**src/hw/rtl/scsm_pkg.sv**
```systemverilog
// Shared types and constants for the sliding color sequence matcher.
// No dependencies.
`timescale 1ns / 1ps
package scsm_pkg;

   typedef enum logic [1:0] {
      REQ_LOAD   = 2'd0,
      REQ_QUERY  = 2'd1,
      REQ_CLEAR  = 2'd2,
      REQ_IGNORE = 2'd3
   } req_code_type;

   typedef enum logic [2:0] {
      ST_IDLE,
      ST_META,
      ST_META_W,
      ST_READ,
      ST_READ_W,
      ST_DIV,
      ST_DONE
   } state_type;

   typedef struct packed {
      logic lib_we;
      logic id_we;
      logic len_we;
      logic qry_we;
   } store_we_type;

   localparam int ID_W    = 16;
   localparam int COLOR_W = 24;
   localparam int CHAN_W  = 8;
   localparam int SAD_W   = 10;
   localparam int QUO_W   = 18;
   localparam int STEP_W  = 5;
   localparam int SUM_W   = 26;
   localparam int SCORE_W = 23;

   // 3 * 255 * 256
   localparam logic [QUO_W-1:0]   PAIR_NUM  = 18'd195840;
   localparam logic [SCORE_W-1:0] SCORE_SAT = 23'h7FFFFF;

endpackage

```
**src/hw/rtl/scsm_div.sv**
```systemverilog
// Restoring divider: PAIR_NUM / divisor, one quotient bit per cycle.
// A zero divisor yields all ones (the saturated pair score). Uses scsm_pkg.
`timescale 1ns / 1ps
module scsm_div (
   input  logic                        clock,
   input  logic                        reset,
   input  logic                        start,
   input  logic [scsm_pkg::SAD_W-1:0]  divisor,
   output logic                        done,
   output logic [scsm_pkg::QUO_W-1:0]  quotient
);
   import scsm_pkg::*;

   logic              busy_ff, busy_in;
   logic              done_ff, done_in;
   logic [STEP_W-1:0] step_ff, step_in;
   logic [SAD_W-1:0]  rem_ff, rem_in;
   logic [SAD_W-1:0]  dvs_ff, dvs_in;
   logic [QUO_W-1:0]  quo_ff, quo_in;
   logic [SAD_W:0]    rem_sh;
   logic [SAD_W:0]    rem_sub;

   always_comb begin
      busy_in = busy_ff;
      done_in = 1'b0;
      step_in = step_ff;
      rem_in  = rem_ff;
      dvs_in  = dvs_ff;
      quo_in  = quo_ff;
      rem_sh  = {rem_ff, PAIR_NUM[step_ff]};
      rem_sub = rem_sh - {1'b0, dvs_ff};
      if (start) begin
         busy_in = 1'b1;
         step_in = STEP_W'(QUO_W - 1);
         rem_in  = '0;
         dvs_in  = divisor;
      end else if (busy_ff) begin
         if (rem_sh >= {1'b0, dvs_ff}) begin
            rem_in = rem_sub[SAD_W-1:0];
            quo_in = {quo_ff[QUO_W-2:0], 1'b1};
         end else begin
            rem_in = rem_sh[SAD_W-1:0];
            quo_in = {quo_ff[QUO_W-2:0], 1'b0};
         end
         if (step_ff == '0) begin
            busy_in = 1'b0;
            done_in = 1'b1;
         end else begin
            step_in = step_ff - 1'b1;
         end
      end
   end

   always_ff @(posedge clock) begin
      if (reset) begin
         busy_ff <= 1'b0;
         done_ff <= 1'b0;
      end else begin
         busy_ff <= busy_in;
         done_ff <= done_in;
      end
      step_ff <= step_in;
      rem_ff  <= rem_in;
      dvs_ff  <= dvs_in;
      quo_ff  <= quo_in;
   end

   assign done     = done_ff;
   assign quotient = quo_ff;

`ifndef SYNTHESIS
   a_no_restart : assert property (@(posedge clock) disable iff (reset)
      start |-> !busy_ff)
      else $error("divider restarted while busy");
   a_done_end : assert property (@(posedge clock) disable iff (reset)
      done_ff |-> !busy_ff)
      else $error("divider done while busy");
   a_done_pulse : assert property (@(posedge clock) disable iff (reset)
      done_ff |=> !done_ff)
      else $error("divider done held");
`endif
endmodule

```
**config.mk**
```make
export PLATFORM = sky130hd
export DESIGN_NAME = scsm_div
export DESIGN_NICKNAME = d
export VERILOG_FILES = /design/src/hw/rtl/scsm_pkg.sv /design/src/hw/rtl/scsm_div.sv
export SDC_FILE = /design/constraint.sdc
export NUM_CORES = 1
export LEC_CHECK = 0
export ABC_AREA = 0
export CAP_MARGIN = 10
export CORE_ASPECT_RATIO = 1.5
export CORE_MARGIN = 3
export CORE_UTILIZATION = 59
export CTS_BUF_LIST = sky130_fd_sc_hd__clkbuf_4 sky130_fd_sc_hd__clkbuf_8
export CTS_CLUSTER_SIZE = 28
export DETAILED_ROUTE_END_ITERATION = 10
export DONT_BUFFER_PORTS = 1
export GPL_TIMING_DRIVEN = 0
export PLACE_DENSITY_LB_ADDON = 0.12
export REMOVE_ABC_BUFFERS = 1
export SLEW_MARGIN = 20
export SYNTH_ARGS = -nofsm -noshare
export SYNTH_HDL_FRONTEND = slang
export SYNTH_SLANG_ARGS = --single-unit
```
**constraint.sdc**
```tcl
create_clock -name clock -period 2.2 [get_ports clock]
set_clock_uncertainty 0.1 [all_clocks]
set_input_delay 0.55 -clock clock [delete_from_list [all_inputs] [get_ports clock]]
set_output_delay 0.55 -clock clock [all_outputs]
set_load 0.02 [all_outputs]
```
After elaboration in Yosys (flattened, before gate mapping):

Memory sizes are Yosys's and may differ from the RTL's. A register that Yosys moved wholly into a read port is not among the register bits.
Cells that the tools add are included.

* output and inout bits: 19
* ROM bits: 32
* memories: 1
* input bits: 13
* bits in registers: 45
* logic and storage cells: 27

Memories
* (name not given): words 32, width 1, read ports 1, clocked after Yosys merged registers in 1, wr ports 0, line scsm_div.sv:30 `rem_sh = {rem_ff, PAIR_NUM[step_ff]};`

* muxes and demuxes: 9
* $add $sub $neg: 2
* reduce and logical (&&, ||, !) cells: 4
* bitwise operators: 3
* magnitude comparators: 2

Operator list (number)
* greater-or-equal comparator 11 x 10 -> 1 bit: 1
* two-way mux 10 bit: 1
* two-way mux 5 bit: 2
* subtractor 10 bit: 1
* less-than comparator 5 x 6 -> 1 bit (second input constant): 1
* two-way mux 1 bit: 6
* zero test 5 bit: 1
* subtractor 5 x 1 -> 5 bit (second input constant): 1
* AND reduction 2 bit: 2
* inverter 1 bit: 3
* OR reduction 3 bit: 1

Longest topological paths before layout:

Gate-level depths: netlist of the first run.

* depth in word-level cells: 5
* depth in mapped cells: 11
* mapped depth without buffers: 10

Least setup slack after synthesis of the first run:

Ideal clock, no wire load.

* path kind: flip-flop to flip-flop
* start point: register dvs_ff[5]
* end point: register rem_ff[7]
* path slack: 0.092 ns
* stages on the path, launching flop included: 12
* data arrival time: 1.923 ns
* data required time: 2.014 ns
* period minus slack after synthesis: 2.108 ns
* library setup time: 0.086 ns
* path through: edfxtp_1 inv_1 ha_1 buf_6 nand4_2 nor3_2 a2111oi_2 o21a_4 inv_4 buf_12 mux2i_1 a211oi_1

* word-level cells in the longest chain between the ends: 2

RTL lines
* start: declaration: line scsm_div.sv:18 `logic [SAD_W-1:0] dvs_ff, dvs_in;`
* start signal: assignment: line scsm_div.sv:64 `dvs_ff <= dvs_in;`
* subtractor 10 bit / greater-or-equal comparator 11 x 10 -> 1 bit (equally long branches): line scsm_div.sv:31, scsm_div.sv:38
* two-way mux 10 bit *: line scsm_div.sv:38 `if (rem_sh >= {1'b0, dvs_ff}) begin`
* end signal: assignment: line scsm_div.sv:63 `rem_ff <= rem_in;`
* end: declaration: line scsm_div.sv:17 `logic [SAD_W-1:0] rem_ff, rem_in;`

Every way passes the cells marked *; elsewhere a longest branch is shown, timed or not.
A chain may end at the register's enable or synchronous reset.

Worst setup path in the final report of the first run:

* start point: register dvs_ff[0]
* end point: register rem_ff[6]

The elaborated chain is that of the path after synthesis.

==> run_results.csv, run 1 <==
group,metric,value,unit
job,cap_violations,0,
outcome,status,"complete, but fails checks",
detailed_routing,drt-total-wl,4440,um
sta,hold_viol,0,
hold_path,hp-start,"reset",
cts,clkTransAtPathRegs,0.08,ns
outcome,violations,"negative setup slack",
cts,clk_path_buf_depth,2,
pwr,leakage,0.926,nW
floorplan,die_w,56.3,um
layout,n_antenna_cell,0,
grt,grt-ovfl-total,0,
grt,grt_pass1_wl,6580,um
synth,synth_ff_type,"edfxtp_1",
detailed_routing,via_count,1450,
detailed_routing,drt_iter0_markers,57,
sta,tightest_slew,0.524,ns
layout,areaGrowthSynthToFinish,13.1,%
cts,root_buffer,"clkbuf_8",
worst_setup_path,end_kind,"flop",
cts,clock-sinks,46,
grt,groute.usage.overall,19.3,%
placed_design,gp_congestion,0.816,
worst_setup_path,r2r-start,"dvs_ff[0]",
placed_design,dp_slack,-0.0771,ns
placed_design,dp_hpwl,2930,um
worst_setup_path,path_delay_family,"compound AO/OA/AOI/OAI gates",
pwr,vdd_ir_drop_max,0.000664,V
worst_setup_path,crit_buf_inv,1,
worst_setup_path,crit_chain,"ha_1, nand2b_1, a21oi_4, o21ai_2, o21a_4, buf_12, a2111oi_2, nor4_1",
cts,cts_buffers,5,
worst_setup_path,slowest_stage,"a2111oi_2",
detailed_routing,firstDrtPassIters,4,
placed_design,numPortBuffers,0,
synth,syn_area_per_cell,11.8,um2
sta,max_freq,0.453,GHz
cts,clock_latency,0.30,ns
synth,synth_warnings,0,
worst_setup_path,critical_path_required,2.28,ns
pwr,cellPowerDensity,851,nW/um2
floorplan,rows,26,
synth,synth.top_cell.area_share,37.6,%
grt,grt_pass1_vias,1402,
synth,yosysMostFrequentCell,"edfxtp_1",
sta,final-setup-viol-count,1,
pwr,seq_power_share,48.3,%
cts,htreeDepth,2,
detailed_routing,viasPerCell,6.14,
detailed_routing,detail-route-antenna-nets,0,
worst_setup_path,cp_data_arrival_time,2.28,ns
layout,fin_nets,219,
synth,yosysTopAreaCell,"edfxtp_1",
floorplan,die_area,4580,um2
synth,yosys-top-cells-count,"28 x edfxtp_1, 20 x nor2_1, 18 x dfxtp_1",
pwr,internal-power,1.55,mW
sta,finalCriticalPeriod,2.21,ns
sta,final.period_utilization,100,%
synth,syn_area,2240,um2
pwr,p_clk_share,29.0,%
hold_path,hp-class,"input pin to flop",
worst_setup_path,crit_type,"flop to flop",
floorplan,core,3510,um2
worst_setup_path,startpoint_type,"flop",
worst_setup_path,cp_slowest_stage_delay,0.40,ns
sta,fin_ws,-0.00666,ns
synth,seq_area_frac_synth,53.7,%
detailed_routing,drt_drc_violations_left,0,
layout,nFillCells,237,
sta,drv_slew,0,
synth,yosysUniqueCellTypes,50,
pwr,switching_share,28.0,%
synth,synthCells,190,
floorplan,initial_core_util,63.7,%
synth,synth_edf_count,28,
sta,rsz0062_at_grt,"yes",
sta,slew-limit-headroom,65.0,%
detailed_routing,avgRoutedWirePerCell,18.8,um
worst_setup_path,crit_start,"dvs_ff[0]",
pwr,combPwrFrac,22.6,%
pwr,fin_total_pwr,2.16,mW
floorplan,io_pins,32,
pwr,p_switching,0.603,mW
synth,synth_area_leaders,"edfxtp_1 38%, dfxtp_1 16%, ha_1 6.7%",
floorplan,die_y,81.4,um
synth,async_reset_ff_share,0,%
grt,grt_max_degree,29,
layout,layout-drive-gt1-share,23.7,%
cts,cts_tree,"yes",
worst_setup_path,path_max_fanout,4,
synth,synth_seq_cells,46,
grt,antenna_found_initial,0,
[power groups by stage]
stage          Combinational, mW  Clock, mW  Sequential (mW)
2_1_floorplan              0.318          0             1.04
3_3_place_gp               0.364          0             1.05
3_5_place_dp               0.382          0             1.05
4_1_cts                    0.405      0.639             1.04
5_1_grt                    0.533      0.681             1.05
6_report                   0.488      0.625             1.04
[timing repair]
action | in CTS | in global routing
pin swaps | 1 | 6
setup endpoints to repair | 27 | 11
gates resized for setup | 6 | 24
hold buffers | 0 | 0
setup buffers | 2 | 1
hold endpoints to repair | 0 | 0
cloned | 0 | 0
[layout make-up]
cell class | count | area (um2) | area share, %
clock buffer | 5 | 68.8 | 2.72
clock inverter | 3 | 43.8 | 1.73
inverter | 17 | 68.8 | 2.72
multi-input combinational | 120 | 1060 | 41.8
sequential | 46 | 1200 | 47.5
tap | 42 | 52.6 | 2.08
timing repair buffer | 3 | 35.0 | 1.38
[state kept, by name, indices dropped and copies added, names as in the netlist]
register	cells
dvs_ff	10
step_ff	5
rem_ff	10
rem_sh	1
done	1
quotient	18
busy_ff	1
[stage by stage]
step / instance area (um2) / utilization (%) / hold WS, ns / std cells / setup TNS [ns]
global placement: 2240 / 63.7 / 0.363 / 225 / -7.43
CTS: 2390 / 68.2 / 0.199 / 235 / 0
floorplan: 2190 / - / 0.353 / 183 / 0
finish: 2530 / 72.1 / 0.203 / 236 / -0.00666
global route: 2530 / 72.1 / 0.182 / 236 / -0.342
detailed placement: 2240 / 63.8 / 0.381 / 225 / -1.59
[worst reg2reg max path, delay by kind of cell, from the launching register on]
kind,cells,cell delay (ns)
compound gates,4,0.92
fa+ha+maj,1,0.24
buf+inv,1,0.13
flops,1,0.37
simple gates,2,0.32
[routing by layer]
metal / wire [um] / vias to the layer above / global-route usage (%)
li1: - / 686 / -
met1: 1750 / 704 / 20.3
met2: 2380 / 46 / 35.4
met3: 165 / 14 / 4.87
met4: 140 / 0 / 9.98
met5: 0 / - / 0
[path summary, 6_finish.rpt]
check / cells after the start / endpoint / slack, ns
min reg2reg: 2 / rem_ff[0] / 0.39
max reg2reg: 8 / rem_ff[6] / -0.007
max: 8 / rem_ff[6] / -0.007
min: 1 / busy_ff / 0.20
[cells by family after synthesis]
| kind of cell | Yosys count | share of synthesized area [%] |
|---|---|---|
| multiplexers | 7 | 3.13 |
| flip-flops | 46 | 53.7 |
| adder cells (fa/ha/maj) | 13 | 7.60 |
| AND/OR/NAND/NOR | 56 | 13.8 |
| AO/OA/AOI/OAI | 35 | 13.0 |
| XOR/XNOR | 9 | 3.52 |
| buffers and inverters | 24 | 5.31 |
[placed cells by master, fill, tap and decap left out, types with 2 or more instances in the layout]
master | netlist | layout
a2111oi_2 | 1 | 2
inv_1 | 16 | 14
mux2i_1 | 7 | 7
a211oi_2 | 1 | 2
edfxtp_1 | 28 | 28
clkbuf_8 | 0 | 5
ha_4 | 0 | 7
ha_1 | 12 | 4
dfxtp_1 | 18 | 16
o21ai_0 | 3 | 2
and2_4 | 1 | 2
nor3_1 | 2 | 2
nand2_1 | 9 | 9
a21oi_4 | 1 | 2
nor3_2 | 2 | 2
o31ai_1 | 2 | 2
dfxtp_2 | 0 | 2
xnor2_1 | 5 | 5
a311oi_2 | 1 | 2
inv_6 | 0 | 2
nor2_1 | 20 | 20
nand3_1 | 3 | 3
nand2b_1 | 4 | 4
xor2_1 | 4 | 4
inv_2 | 0 | 2
a21oi_1 | 7 | 7
buf_4 | 0 | 2
nor3b_1 | 4 | 3
a211oi_1 | 9 | 8
(Power assumes the default switching activity.)
==> run 2: changes to the inputs <==
- BUFFER_PORTS_ARGS: unset -> -buffer_cell sky130_fd_sc_hd__buf_4
- CORE_ASPECT_RATIO: 1.5 -> 0.75
- CORE_UTILIZATION: 59 -> 53
- DONT_BUFFER_PORTS: 1 -> unset
- REMOVE_ABC_BUFFERS: 1 -> unset
==> run 2 against run 1 <==
The flow now finishes without violations; final area rose by 15%; non-clock buffer count grew 45; cell count increased by 23%; combinational power increased by 34%; first-iteration DRC count increased by 110%; routed wire length grew 19%; via count increased by 12%; clock power decreased by 15%; largest power group unchanged.
==> run_results.csv, run 2 (synthesis results as in run 1) <==
group,metric,value,unit
grt,grt_pass1_wl,8070,um
sta,final-setup-viol-count,0,
pwr,switching_share,31.1,%
worst_setup_path,path_max_fanout,5,
job,cap_violations,0,
hold_path,hp-class,"input pin to flop",
cts,clock_latency,0.30,ns
cts,cts_buffers,5,
worst_setup_path,critical_path_required,2.31,ns
pwr,leakage,1.13,nW
worst_setup_path,end_kind,"flop",
synth,synth.net_count,216,
floorplan,die_area,5050,um2
sta,drv_slew,0,
layout,layout-drive-gt1-share,41.0,%
layout,largest_reg_flops,18,
pwr,vdd_ir_drop_max,0.000609,V
detailed_routing,drt-total-wl,5270,um
cts,root_buffer,"clkbuf_8",
pwr,fin_total_pwr,2.21,mW
placed_design,placed_area,2550,um2
sta,tightest_slew,0.594,ns
placed_design,gp_congestion,0.875,
detailed_routing,drt_drc_violations_left,0,
placed_design,dp_slack,-0.110,ns
floorplan,initial_core_util,58.1,%
worst_setup_path,startpoint_type,"flop",
grt,antenna_found_initial,0,
cts,htreeDepth,2,
pwr,cellPowerDensity,755,nW/um2
detailed_routing,drt_iter0_markers,119,
sta,slew-limit-headroom,60.4,%
grt,grt_max_degree,19,
layout,fin_nets,264,
pwr,p_switching,0.687,mW
outcome,status,"completed",
cts,postCtsHoldBufs,0,
placed_design,dp.cells,274,
floorplan,rows,19,
sta,finalCriticalPeriod,2.17,ns
layout,n_antenna_cell,0,
detailed_routing,viasPerCell,5.60,
grt,grt_pass1_vias,1669,
placed_design,numPortBuffers,31,
detailed_routing,detail-route-antenna-nets,0,
floorplan,io_pins,32,
sta,final.period_utilization,98.4,%
detailed_routing,via_count,1629,
worst_setup_path,cp_data_arrival_time,2.27,ns
floorplan,die_y,62.3,um
floorplan,die_w,81.0,um
pwr,p_clk_share,24.2,%
placed_design,dp_hpwl,3370,um
layout,final_common_cell,"buf_4",
floorplan,core,3850,um2
layout,multi_input_area,1100,um2
sta,max_freq,0.462,GHz
layout,areaGrowthSynthToFinish,30.6,%
layout,nFillCells,265,
cts,clkTransAtPathRegs,0.09,ns
cts,cts_tree,"yes",
pwr,seq_power_share,46.2,%
cts,clk_path_buf_depth,2,
grt,groute.usage.overall,21.1,%
layout,design_area,2920,um2
sta,fin_ws,0.0346,ns
layout,final_cell_mix,"39 x buf_4, 28 x edfxtp_1, 19 x nor2_1",
detailed_routing,firstDrtPassIters,4,
layout,stdcell_count,291,
detailed_routing,avgRoutedWirePerCell,18.1,um
worst_setup_path,crit_type,"flop to flop",
cts,clock-sinks,46,
pwr,combPwrFrac,29.6,%
grt,grt-ovfl-total,0,
sta,hold_viol,0,
pwr,internal-power,1.52,mW
layout,register_area,1200,um2
run 2: cell count changes in the layout (fill, tap and decap cells not counted), moves of 2 or more:
cell	previous run	this run
buf_4	2	39
buf_6	0	3
clkbuf_1	0	2
inv_1	14	10
inv_2	2	6
nand2_1	9	5
nand2_2	0	4
run 2: final timing paths:
check	cells after the start	from	slack (ns)	endpoint
worst max-delay path	11	dvs_ff[4]	0.03	rem_ff[3]
worst min-delay path	2	reset	0.30	busy_ff
worst max register to register	11	dvs_ff[4]	0.03	rem_ff[3]
worst min register to register	0	quotient[14]	0.36	quotient[15]
run 2: layout make-up:
type / count / share of cell area (%)
Sequential cell: 46 / 41.2
Buffer: 7 / 2.01
Timing Repair Buffer: 41 / 11.3
Multi-Input combinational cell: 120 / 37.8
Clock inverter: 3 / 0.856
Inverter: 17 / 2.35
Tap cell: 52 / 2.23
Clock buffer: 5 / 2.35
run 2: routing by layer:
metal  global-route usage, %  part of all wire (%)  up-vias
li1                        -                     -      780
met5                       0                     0        -
met4                    4.64                  0.27        0
met1                    28.6                    44      808
met2                    33.8                    51       39
met3                    5.78                   4.7        2
run 2: power by group through the flow:
stage	logic (mW)	registers (mW)	clock network, mW
global placement	0.455	1.03	0
global route	0.702	1.03	0.590
detailed placement	0.484	1.03	0
floorplan	0.352	1.03	0
CTS	0.513	1.01	0.543
finish	0.654	1.02	0.533
run 2: critical path, cell delays in order (launching register included):
cell,delay (ns)
edfxtp_1,0.38
inv_2,0.07
ha_4,0.19
buf_6,0.14
a21oi_4,0.14
nand2_2,0.09
o21ai_2,0.21
o21a_4,0.21
inv_6,0.05
buf_12,0.13
mux2i_1,0.12
a211oi_1,0.22
run 2: metrics by stage:
step           hold slack (ns)  TNS [ns]  util [%]
2_1_floorplan            0.359         0         -
3_3_place_gp             0.331     -8.59      65.9
3_5_place_dp             0.338    -0.590      66.2
4_1_cts                  0.297         0      69.9
5_1_grt                  0.292    -0.265      75.9
6_report                 0.304         0      75.9
run 2: repair_timing:
item                                    in CTS  in global routing
buffers inserted                             1                  7
resized for setup                            6                 37
endpoints found under the setup margin       8                 11
cloned                                       0                  1
pin swaps                                    1                 18
==> run 3: changes to the inputs <==
--- a/config.mk
+++ b/config.mk
@@ -10,5 +10,7 @@
 export CAP_MARGIN = 10
+export CELL_PAD_IN_SITES_DETAIL_PLACEMENT = 0
+export CELL_PAD_IN_SITES_GLOBAL_PLACEMENT = 1
 export CORE_ASPECT_RATIO = 0.75
 export CORE_MARGIN = 3
-export CORE_UTILIZATION = 53
+export CORE_UTILIZATION = 42
 export CTS_BUF_LIST = sky130_fd_sc_hd__clkbuf_4 sky130_fd_sc_hd__clkbuf_8
--- a/constraint.sdc
+++ b/constraint.sdc
@@ -4,2 +4,2 @@
 set_output_delay 0.55 -clock clock [all_outputs]
-set_load 0.02 [all_outputs]
+set_load 0.1 [all_outputs]
==> run 3 against run 2 <==
Count of clock-buffer cells in the layout is 1 higher; non-clock buffer count is 5 lower; final area hardly changed; critical path depth is 1 lower; via count is 5.4% lower; register-to-register slack hardly changed; worst hold slack better by 0.0046 ns; sequential power hardly changed; first-iteration DRC count is 22% lower; die area is 24% higher; setup slack better by 0.0037 ns; clock power is 18% higher; critical endpoint is now rem_ff[1]; largest cell class unchanged; highest routed layer unchanged.
==> run_results.csv, run 3 (synthesis results as in run 1) <==
group,metric,value,unit
pwr,leakage,1.11,nW
floorplan,initial_core_util,44.7,%
layout,n_antenna_cell,0,
layout,stdcell_count,306,
worst_setup_path,reg2reg_slack,0.04,ns
floorplan,die_w,90.3,um
sta,final-setup-viol-count,0,
placed_design,numPortBuffers,31,
cts,root_buffer,"clkbuf_8",
detailed_routing,drt-met1-wl,2200,um
detailed_routing,detail-route-antenna-nets,0,
placed_design,dp_hpwl,3160,um
detailed_routing,via_count,1541,
detailed_routing,top_layer_used,"met4",
detailed_routing,dr_wl_met3,208,um
grt,grt_pass1_wl,7280,um
worst_setup_path,r2r-end,"rem_ff[1]",
grt,grt_max_degree,18,
floorplan,io_pins,32,
cts,postCtsHoldBufs,0,
placed_design,gp_congestion,0.817,
sta,hold_viol,0,
hold_path,holdPathStages,2,
worst_setup_path,startpoint_type,"flop",
layout,final_cell_mix,"35 x buf_4, 28 x edfxtp_1, 20 x nor2_1",
layout,largest_reg_flops,18,
hold_path,hp-class,"input pin to flop",
detailed_routing,route.met2.wl,2070,um
sta,fin_ws,0.0383,ns
cts,clk_path_buf_depth,2,
grt,grt_pass1_vias,1493,
cts,cts_buffers,5,
floorplan,die_area,6250,um2
layout,finish.utilization,58.4,%
sta,rsz0062_at_grt,"yes",
floorplan,rows,22,
outcome,status,"completed",
cts,htreeDepth,2,
pwr,cellPowerDensity,792,nW/um2
placed_design,placed_area,2570,um2
detailed_routing,avgRoutedWirePerCell,14.9,um
sta,drv_slew,0,
worst_setup_path,r2r-start,"dvs_ff[8]",
placed_design,dp.cells,294,
cts,clkTransAtPathRegs,0.09,ns
detailed_routing,viasPerCell,5.04,
cts,clock-sinks,46,
pwr,fin_total_pwr,2.32,mW
pwr,vdd_ir_drop_max,0.000429,V
layout,layout-drive-gt1-share,38.0,%
worst_setup_path,critical_path_required,2.26,ns
sta,slew-limit-headroom,53.6,%
worst_setup_path,end_kind,"flop",
sta,final.period_utilization,98.3,%
layout,areaGrowthSynthToFinish,30.7,%
floorplan,core,5010,um2
hold_path,whs_endpoint,"busy_ff",
job,cap_violations,0,
cts,clock_latency,0.30,ns
layout,design_area,2930,um2
synth,synth.net_count,216,
worst_setup_path,cp_data_arrival_time,2.22,ns
detailed_routing,drt-total-wl,4560,um
detailed_routing,drt_iter0_markers,93,
sta,tightest_slew,0.696,ns
cts,cts_tree,"yes",
grt,grt-ovfl-total,0,
grt,groute.usage.overall,14.6,%
grt,antenna_found_initial,0,
detailed_routing,firstDrtPassIters,6,
layout,nFillCells,415,
sta,finalCriticalPeriod,2.16,ns
sta,max_freq,0.463,GHz
hold_path,hp-start,"reset",
worst_setup_path,path_max_fanout,5,
worst_setup_path,reg2reg_depth,10,
floorplan,die_y,69.2,um
placed_design,dp_slack,-0.173,ns
layout,final_common_cell,"buf_4",
detailed_routing,drt_drc_violations_left,0,
worst_setup_path,crit_type,"flop to flop",
layout,fin_nets,259,
==> run 3: area by class of cell <==
cell class	instances	area, um2	share of cell area, %
Inverter	17	66.3	2.27
Sequential cell	46	1200	41.1
Timing Repair Buffer	38	297	10.1
Buffer	5	27.5	0.941
Tap cell	72	90.1	3.08
Multi-Input combinational cell	120	1130	38.6
Clock inverter	2	37.5	1.28
Clock buffer	6	76.3	2.61
==> run 3: how the worst max path moves through the flow <==
stage                    from      endpoint  slack [ns]  cells past startpoint
floorplan           dvs_ff[5]     rem_ff[7]        0.09                     11
global placement        start  quotient[17]       -0.38                      3
detailed placement  dvs_ff[4]     rem_ff[3]       -0.17                     11
CTS                 dvs_ff[4]     rem_ff[2]       0.002                     10
global route        dvs_ff[5]     rem_ff[1]       -0.06                     11
finish              dvs_ff[8]     rem_ff[1]        0.04                     10
==> run 3: critical path, cell delays in order, from the launching register on <==
cell and delay, ns:
edfxtp_1 0.36, inv_1 0.10, ha_4 0.23, nand2_1 0.10, nand2_1 0.10, a2111oi_4 0.37
o21a_4 0.21, buf_6 0.10, buf_6 0.09, mux2i_1 0.18, a211oi_1 0.09
==> run 3: timing repair <==
item                                    CTS  global route
pin swaps                                 4            11
endpoints found under the setup margin    8            10
gates resized for setup                   9            31
setup buffers                             1             5
hold endpoints to repair                  0             0
==> run 3: stage by stage <==
step	hold slack, ns	setup TNS [ns]
2_1_floorplan	0.359	0
3_3_place_gp	0.334	-7.88
3_5_place_dp	0.343	-0.966
4_1_cts	0.298	0
5_1_grt	0.304	-0.177
6_report	0.308	0
==> run 3: per-layer routing <==
| metal | global-route usage [%] | vias up |
|---|---|---|
| met2 | 21.4 | 32 |
| li1 | - | 766 |
| met4 | 5.43 | 0 |
| met1 | 20.8 | 732 |
| met3 | 3.80 | 11 |
| met5 | 0 | - |
==> run 3: where the power goes <==
part	internal [mW]	switching, mW
clock	0.351	0.278
combinational	0.292	0.376
sequential	0.974	0.0467
